$ cat config.mk
export PLATFORM = sky130hd
export DESIGN_NAME = tcp_connection_state_tracker_top
export DESIGN_NICKNAME = d
export VERILOG_FILES = /design/src/tcst_pkg.sv /design/src/tcp_connection_state_tracker_top.sv /design/src/tcst_in_stage.sv /design/src/tcst_track.sv /design/src/tcst_out_stage.sv
export SDC_FILE = /design/constraint.sdc
export NUM_CORES = 1
export LEC_CHECK = 0
export BUFFER_PORTS_ARGS = -buffer_cell sky130_fd_sc_hd__buf_2
export CORE_MARGIN = 2
export CORE_UTILIZATION = 50
export DETAILED_ROUTE_END_ITERATION = 12
export PLACE_DENSITY_LB_ADDON = 0.12
export SYNTH_ARGS = -nofsm -noshare
export SYNTH_HDL_FRONTEND = slang
export SYNTH_SLANG_ARGS = --single-unit
$ cat constraint.sdc
create_clock -name clk -period 5.4 [get_ports clk]
set_input_delay 0.81 -clock clk [delete_from_list [all_inputs] [get_ports clk]]
set_output_delay 0.81 -clock clk [all_outputs]
set_load 0.005 [all_outputs]
$ cat src/tcst_pkg.sv
// ----------------------------------------------------------------------------
// TCP connection state tracker package
// State codes, flag masks, beat types and the half-connection next-state rule.
// ----------------------------------------------------------------------------
package tcst_pkg;

	localparam int TICK_COUNT_BITS = 32;
	localparam int STATE_W         = 4;
	localparam int AGE_W           = 32;
	localparam int TWT_W           = 16;

	typedef logic [STATE_W-1:0]         state_t;
	typedef logic [TICK_COUNT_BITS-1:0] tick_t;
	typedef logic [7:0]                 flags_t;

	localparam state_t ST_CLOSED       = 4'd0;
	localparam state_t ST_SYN_SENT     = 4'd1;
	localparam state_t ST_SYN_RECEIVED = 4'd2;
	localparam state_t ST_ESTABLISHED  = 4'd3;
	localparam state_t ST_FIN_WAIT_1   = 4'd4;
	localparam state_t ST_FIN_WAIT_2   = 4'd5;
	localparam state_t ST_CLOSE_WAIT   = 4'd6;
	localparam state_t ST_LAST_ACK     = 4'd7;
	localparam state_t ST_TIME_WAIT    = 4'd8;

	localparam int F_FIN_BIT = 0;
	localparam int F_SYN_BIT = 1;
	localparam int F_RST_BIT = 2;
	localparam int F_ACK_BIT = 4;

	localparam flags_t FLAGS_SYN = 8'h02;
	localparam flags_t FLAGS_ACK = 8'h10;

	localparam logic CMD_SEGMENT = 1'b0;
	localparam logic CMD_TICK    = 1'b1;

	localparam logic [TWT_W-1:0] TWT_RESET = 16'd60;

	typedef struct packed {
		logic   command;
		flags_t tcp_flags;
		logic   from_client;
	} in_item_t;

	typedef struct packed {
		state_t             client_state;
		state_t             server_state;
		state_t             shown_state;
		logic [AGE_W-1:0]   client_age;
		logic               clean_up;
	} result_t;

	function automatic state_t next_state(state_t cur, flags_t fl, logic client);
		state_t ns;
		ns = cur;
		if (fl[F_RST_BIT])
			ns = ST_CLOSED;
		else if (fl == FLAGS_SYN)
			ns = ST_SYN_SENT;
		else if (fl[F_SYN_BIT] && fl[F_ACK_BIT])
			ns = ST_SYN_RECEIVED;
		else if (cur == ST_SYN_RECEIVED && fl == FLAGS_ACK)
			ns = ST_ESTABLISHED;
		else if (cur == ST_ESTABLISHED && fl[F_FIN_BIT])
			ns = client ? ST_FIN_WAIT_1 : ST_CLOSE_WAIT;
		else if (cur == ST_FIN_WAIT_1 && fl[F_ACK_BIT])
			ns = ST_FIN_WAIT_2;
		else if (cur == ST_CLOSE_WAIT && fl[F_FIN_BIT])
			ns = ST_LAST_ACK;
		else if (cur == ST_FIN_WAIT_2 && fl[F_ACK_BIT])
			ns = ST_TIME_WAIT;
		else if (cur == ST_LAST_ACK && fl[F_ACK_BIT])
			ns = ST_CLOSED;
		return ns;
	endfunction

	function automatic tick_t sat_inc(tick_t v);
		return (v == '1) ? v : v + 1'b1;
	endfunction

endpackage

$ cat src/tcp_connection_state_tracker_top.sv
// ----------------------------------------------------------------------------
// TCP connection state tracker
// Follows one TCP connection as client and server half-state machines. Each
// input beat (segment or one time tick) gives exactly one result beat. A beat
// passes an input register and the tracking logic into a result register, and
// one beat is taken every clock as long as the result side keeps up; the state
// and counter update of one beat is registered as the beat enters the result
// register. The clean-up idle limit (reset 60) is written through the
// cfg channel, which is always ready; write it only while no beat is in flight.
// ----------------------------------------------------------------------------
module tcp_connection_state_tracker_top import tcst_pkg::*; (
	input  logic             clk,
	input  logic             arst_n,
	input  logic             cfg_valid,
	output logic             cfg_ready,
	input  logic [TWT_W-1:0] cfg_data,
	input  logic             in_valid,
	output logic             in_ready,
	input  logic             command,
	input  logic [7:0]       tcp_flags,
	input  logic             from_client,
	output logic             out_valid,
	input  logic             out_ready,
	output logic [3:0]       client_state,
	output logic [3:0]       server_state,
	output logic [3:0]       shown_state,
	output logic [31:0]      client_age,
	output logic             clean_up
);

	logic [TWT_W-1:0] twt_q;
	in_item_t         in_item, item_s1;
	logic             valid_s1, advance;
	result_t          res, res_s2;

	assign cfg_ready = 1'b1;

	always_ff @(posedge clk or negedge arst_n) begin
		if (!arst_n) begin
			twt_q <= TWT_RESET;
		end else if (cfg_valid) begin
			twt_q <= cfg_data;
		end
	end

	assign in_item.command     = command;
	assign in_item.tcp_flags   = tcp_flags;
	assign in_item.from_client = from_client;

	tcst_in_stage u_in (
		.clk      (clk),
		.arst_n   (arst_n),
		.in_valid (in_valid),
		.in_ready (in_ready),
		.in_item  (in_item),
		.advance  (advance),
		.valid_s1 (valid_s1),
		.item_s1  (item_s1)
	);

	tcst_track u_track (
		.clk     (clk),
		.arst_n  (arst_n),
		.advance (advance),
		.item_s1 (item_s1),
		.twt     (twt_q),
		.res     (res)
	);

	tcst_out_stage u_out (
		.clk       (clk),
		.arst_n    (arst_n),
		.valid_s1  (valid_s1),
		.advance   (advance),
		.res       (res),
		.out_valid (out_valid),
		.out_ready (out_ready),
		.res_s2    (res_s2)
	);

	assign client_state = res_s2.client_state;
	assign server_state = res_s2.server_state;
	assign shown_state  = res_s2.shown_state;
	assign client_age   = res_s2.client_age;
	assign clean_up     = res_s2.clean_up;

endmodule

$ cat src/tcst_in_stage.sv
// ----------------------------------------------------------------------------
// Input register
// Captures one input beat; holds it until the tracking stage takes it.
// ----------------------------------------------------------------------------
module tcst_in_stage import tcst_pkg::*; (
	input  logic     clk,
	input  logic     arst_n,
	input  logic     in_valid,
	output logic     in_ready,
	input  in_item_t in_item,
	input  logic     advance,
	output logic     valid_s1,
	output in_item_t item_s1
);

	assign in_ready = !valid_s1 || advance;

	always_ff @(posedge clk or negedge arst_n) begin
		if (!arst_n) begin
			valid_s1 <= 1'b0;
		end else if (in_ready) begin
			valid_s1 <= in_valid;
		end
	end

	always_ff @(posedge clk) begin
		if (in_valid && in_ready) begin
			item_s1 <= in_item;
		end
	end

endmodule

$ cat src/tcst_track.sv
// ----------------------------------------------------------------------------
// Connection tracking stage
// Holds both half states and the tick counters; forms the result of a beat.
// ----------------------------------------------------------------------------
module tcst_track import tcst_pkg::*; (
	input  logic             clk,
	input  logic             arst_n,
	input  logic             advance,
	input  in_item_t         item_s1,
	input  logic [TWT_W-1:0] twt,
	output result_t          res
);

	state_t client_q, server_q;
	tick_t  idle_q, age_q;

	state_t      client_d, server_d, ns;
	tick_t       idle_d, age_d;
	logic [63:0] idle_ext, age_ext;
	logic        both_closed, any_tw;

	always_comb begin
		client_d = client_q;
		server_d = server_q;
		idle_d   = idle_q;
		age_d    = age_q;
		ns       = next_state(item_s1.from_client ? client_q : server_q,
			item_s1.tcp_flags, item_s1.from_client);
		if (item_s1.command == CMD_TICK) begin
			idle_d = sat_inc(idle_q);
			age_d  = sat_inc(age_q);
		end else if (item_s1.from_client) begin
			if (ns != client_q) begin
				client_d = ns;
				idle_d   = '0;
				age_d    = '0;
			end
		end else begin
			if (ns != server_q) begin
				server_d = ns;
				idle_d   = '0;
			end
		end
	end

	always_ff @(posedge clk or negedge arst_n) begin
		if (!arst_n) begin
			client_q <= ST_CLOSED;
			server_q <= ST_CLOSED;
			idle_q   <= '0;
			age_q    <= '0;
		end else if (advance) begin
			client_q <= client_d;
			server_q <= server_d;
			idle_q   <= idle_d;
			age_q    <= age_d;
		end
	end

	assign idle_ext    = 64'(idle_d);
	assign age_ext     = 64'(age_d);
	assign both_closed = (client_d == ST_CLOSED) && (server_d == ST_CLOSED);
	assign any_tw      = (client_d == ST_TIME_WAIT) || (server_d == ST_TIME_WAIT);

	always_comb begin
		res.client_state = client_d;
		res.server_state = server_d;
		res.shown_state  = (client_d != ST_CLOSED) ? client_d : server_d;
		res.client_age   = (age_ext > 64'h0000_0000_FFFF_FFFF) ? '1 : age_ext[AGE_W-1:0];
		res.clean_up     = both_closed || (any_tw && (idle_ext >= 64'(twt)));
	end

endmodule

$ cat src/tcst_out_stage.sv
// ----------------------------------------------------------------------------
// Result register
// Holds one result beat until the consumer takes it.
// ----------------------------------------------------------------------------
module tcst_out_stage import tcst_pkg::*; (
	input  logic    clk,
	input  logic    arst_n,
	input  logic    valid_s1,
	output logic    advance,
	input  result_t res,
	output logic    out_valid,
	input  logic    out_ready,
	output result_t res_s2
);

	logic valid_s2;

	assign advance   = valid_s1 && (!valid_s2 || out_ready);
	assign out_valid = valid_s2;

	always_ff @(posedge clk or negedge arst_n) begin
		if (!arst_n) begin
			valid_s2 <= 1'b0;
		end else if (advance) begin
			valid_s2 <= 1'b1;
		end else if (out_ready) begin
			valid_s2 <= 1'b0;
		end
	end

	always_ff @(posedge clk) begin
		if (advance) begin
			res_s2 <= res;
		end
	end

endmodule

* Yosys cells after proc, flatten, opt, wreduce, memory -nomap -nowiden
Index checks and enable logic that the tools add are counted.
** Operators by class
- Div/mod/pow operators :: 0
- $lt $le $gt $ge :: 2
- Bitwise logic cells :: 0
- Muxes and demuxes :: 29
- Multiply operators :: 0
- Shift-type cells :: 0
- Reductions and logical operators :: 21
- Equality and inequality tests :: 14
- $add $sub $neg :: 2
** Operators by type and width (count)
- two-way mux 32 bit :: 9
- two-way mux 4 bit :: 17
- adder 32 x 1 -> 32 bit, second input constant :: 2
- == test 32 bit, second input constant :: 2
- >= comparator 32 x 16 -> 1 bit :: 1
- > comparator 32 bit, second input constant :: 1
- == test 4 x 3 -> 1 bit, second input constant :: 4
- logical AND 1 bit :: 11
- == test 4 x 2 -> 1 bit, second input constant :: 2
- == test 4 bit, second input constant :: 2
- == test 8 x 2 -> 1 bit, second input constant :: 1
- == test 8 x 5 -> 1 bit, second input constant :: 1
- logical NOT 4 bit :: 2
- != test 4 bit :: 2
- logical OR 1 bit :: 4
- nonzero test 4 bit :: 1
- logical NOT 1 bit :: 2
- two-way mux 1 bit :: 2
- two-way mux 2 bit :: 1
- nonzero test 2 bit :: 1
** Storage, ports and cells
- ROM bits :: 0
- RAM bits :: 0
- Register bits after elaboration :: 145
- Memories kept :: 0
- Bits in latches :: 0

* Logic depth before layout (Yosys ltp)
- Depth in word-level cells :: 20
- Depth in mapped cells :: 23

* Cells and area by module
From an unflattened synthesis, not the netlist that was laid out.
** Unflattened totals
- Cell total of the unflattened synthesis :: 830
- Area total of the unflattened synthesis :: 8179.1 um^2
** Modules (own cells, without submodules)
- tcst_track :: cells each 731, times used 1, area each 5764.3 um^2
- tcst_out_stage :: cells each 49, times used 1, area each 1395.1 um^2
- tcp_connection_state_tracker_top :: cells each 36, times used 1, area each 665.6 um^2
- tcst_in_stage :: cells each 14, times used 1, area each 354.1 um^2

* Worst setup path before layout
No wires, ideal clock.
- Path type :: flip-flop to flip-flop
- Start point :: register, netlist name u_in.item_s1[0]
- End point :: register, netlist name u_out.res_s2[0]
- Clock period less this slack :: 4.288 ns
- Path buffers :: 4
- Cell stages (with the launch flop) :: 23
- Setup slack :: 1.112 ns
- Data required time :: 5.135 ns
- Arrival time :: 4.023 ns
- Path through :: edfxtp_1 buf_6 buf_6 or3b_1 nand3_1 nand3_1 o21ai_2 o2111ai_2 o31a_1 nor2_1 buf_2 buf_2 nand3_1 o21ai_0 ha_1 and4_1 a221oi_1 o21ai_0 a211oi_1 and4_1 o31ai_1 nand3_1 o211ai_1

==> out/qor.csv <==
metric,value,unit
status,"complete, no violations",
r2r-start,u_in.item_s1[0],
grt_use_met2,35.4,%
required,5570,ps
reg2reg_slack,610,ps
pwr-share-comb,18.7,%
min_period_over_period,88.7,%
syn_area,8280,um^2
clockPowerShare,37.7,%
synth_area_per_cell,9.23,um^2
clk_path_buf_depth,2,
final_cells,1191,
grtUsageTotal,22.2,%
ys_seq_area_share,47.2,%
slew_headroom,37.6,%
place_ws,488,ps
yosysUniqueCellTypes,69,
syn_nets,946,
wirelength,18600,um
period_needed,4790,ps
rsz0062_at_grt,no,
die_y,133,um
vias_per_cell,5.77,
clock_latency,430,ps
area_growth,14.1,%
synth_edf_count,55,
ys_seq_elements,145,
cpMaxStageDelayCell,mux2i_1,
cellLeakagePower,0.00393,uW
crit_path_frequent_cell,o21ai_0,
dp.cells,1156,
maxSlewViolCount,0,
cts_tree,built,
synth_cells,897,
first_iter_violations,447,
cts_resized,0,
antenna_found_initial,0,
synth_area_leader_cell,dfrtp_1,
cts.sinks,145,
fmax,0.209,GHz
rr_worst_depth,21,
fin_ws,611,ps
num_io_pins,79,
critPathKind,flip-flop to flip-flop,
fp-row-count,47,
mostFrequentLayoutCell,nand2_1,
yosys_most_used_dff,dfrtp_1,
tns,0,ps
routed-via-count,6873,
fin_util,57.6,%
cp_max_fo,29,
tightest_slew,921,ps
globalRouteMet3Util,3.45,%
use_met1,30.6,%
power.density,332,nW/um^2
path_clk_slew,60,ps
cts_setup_buffers,0,
die_x,133,um
p_int,2200,uW
drtAntennaViolNets,0,
end_kind,flip-flop,
wl_per_cell,15.6,um
globalplace.congestion,0.886,
first_global_vias,6523,
die-area,17600,um^2
clock-root-buffer,clkbuf_16,
cp-start-kind,flip-flop,
diodes,0,
swShare,30.0,%
first_pass_iters,5,
synthTopCellsByArea,"dfrtp_1 26%, edfxtp_1 20%, o21ai_0 5.9%, nand2_1 4.7%, mux2_2 4.4%",
top_usage_layer,met2,
io_buffer_count,77,
grt_pass1_wl,31800,um
grt_overflow,0,
cp-startpoint,u_in.item_s1[0],
start_util,50.5,%
critPathCapture,u_out.res_s2[0],
grt_max_degree,70,
fin_worst_skew,6.90,ps
cts_max_level,4,
cpPeakStageDelay,450,ps
total_power,3140,uW
finalSetupViolations,0,
dp_hpwl,12800,um
max-vdd-ir-drop,0.000221,V
max_cap_violations,0,
synth_top_area_share,26.0,%
seq_power_share,43.6,%
power.switching,941,uW
cts-buffers-inserted,17,
core,16400,um^2
final_hold_viol_count,0,
synth_warnings,0,
drc,0,
hp-class,input port to async pin,
r2r-end,u_out.res_s2[0],
cts_hold_buf,0,
worstPathCellList,"buf_4, mux2i_1, and4_1, o21a_1, a21boi_0, o31a_1, o31a_1, nor2_1, buf_12, nand3_1, o21ai_0, ha_1, a21oi_1, o21ai_0, a221oi_1, o21ai_0, a211oi_1, and4_1, o31ai_1, nand3_1, o211ai_1",
layout.nets,1007,
drive_above_1_share,18.1,%
async_reset_ff_share,62.1,%
final_cell_mix,"103 x nand2_1, 98 x o21ai_0, 86 x dfrtp_1, 76 x buf_2, 71 x nand3_1",
cp.arrival,4960,ps
worst min path at each step:
stage                                    to  slack, ps  cells past startpoint
after CTS                 u_track.age_q[10]        360                      1
after global routing       u_track.age_q[9]        380                      1
final                      u_track.age_q[9]        340                      1
after global placement      u_out.out_valid        500                      1
after floorplan             u_out.out_valid        460                      1
after detailed placement           twt_q[0]        500                      1
registers in the layout (all words and copies together), names as in the netlist:
name              cells
twt_q                16
u_in.item_s1         10
u_in.valid_s1         1
u_out.out_valid       1
u_out.res_s2         45
u_track.age_q        32
u_track.client_q      4
u_track.idle_q       32
u_track.server_q      4
through the flow:
step	cell area, um^2	hold WS (ps)
2_1_floorplan	8280	457
3_3_place_gp	8830	497
3_5_place_dp	8830	504
4_1_cts	9430	365
5_1_grt	9450	379
6_report	9450	344
cells by family after synthesis:
family,Yosys count,synth area share (%)
multiplexers,42,5.61
AO/OA/AOI/OAI,234,17.1
buffers and inverters,93,4.73
flip-flops,145,47.2
XOR/XNOR,1,0.106
adder cells (fa/ha/maj),18,2.72
AND/OR/NAND/NOR,363,22.5
other,1,0.0453
routing by layer:
metal	up-vias	share of wire, %
li1	3439	-
met1	3199	47
met2	202	46
met3	33	4.6
met4	0	2.2
met5	-	0
power groups by stage:
stage / clock network (uW) / logic, uW / registers, uW
final: 1180 / 586 / 1370
after global placement: 0 / 579 / 1390
after CTS: 1200 / 590 / 1370
after detailed placement: 0 / 586 / 1390
after floorplan: 0 / 423 / 1350
after global routing: 1260 / 671 / 1390
critical path: cells and delay by family (launching register included):
kind	cells	cell delay, ps
AOI/OAI and AO/OA	12	2080
adders and majority gates	1	270
buffers and inverters	2	400
DFF	1	420
muxes	1	450
and+or+nand+nor	5	910
cell usage after synthesis (7+ instances only):
library cell,instances
a21o_1,12
a21oi_1,38
a31oi_1,12
and2_1,10
and3_1,13
and4_1,14
buf_2,9
clkbuf_1,32
dfrtp_1,86
edfxtp_1,55
ha_1,18
inv_1,42
mux2_2,32
mux2i_1,9
nand2_1,104
nand2b_1,10
nand3_1,71
nand4_1,24
nor2_1,46
nor3_1,26
nor4_1,7
o21ai_0,98
o21ai_1,15
o31ai_1,19
or3_1,12
final cells by class:
type | count | area, um^2
repair buffers | 92 | 513
flip-flops and latches | 145 | 3910
clock inverters | 14 | 156
inverters | 43 | 163
well taps | 220 | 275
clock buffers | 18 | 439
fillers | 1465 | 6960
multi-input cells | 659 | 4000
Note: power is estimated with default switching activity, not from simulation.
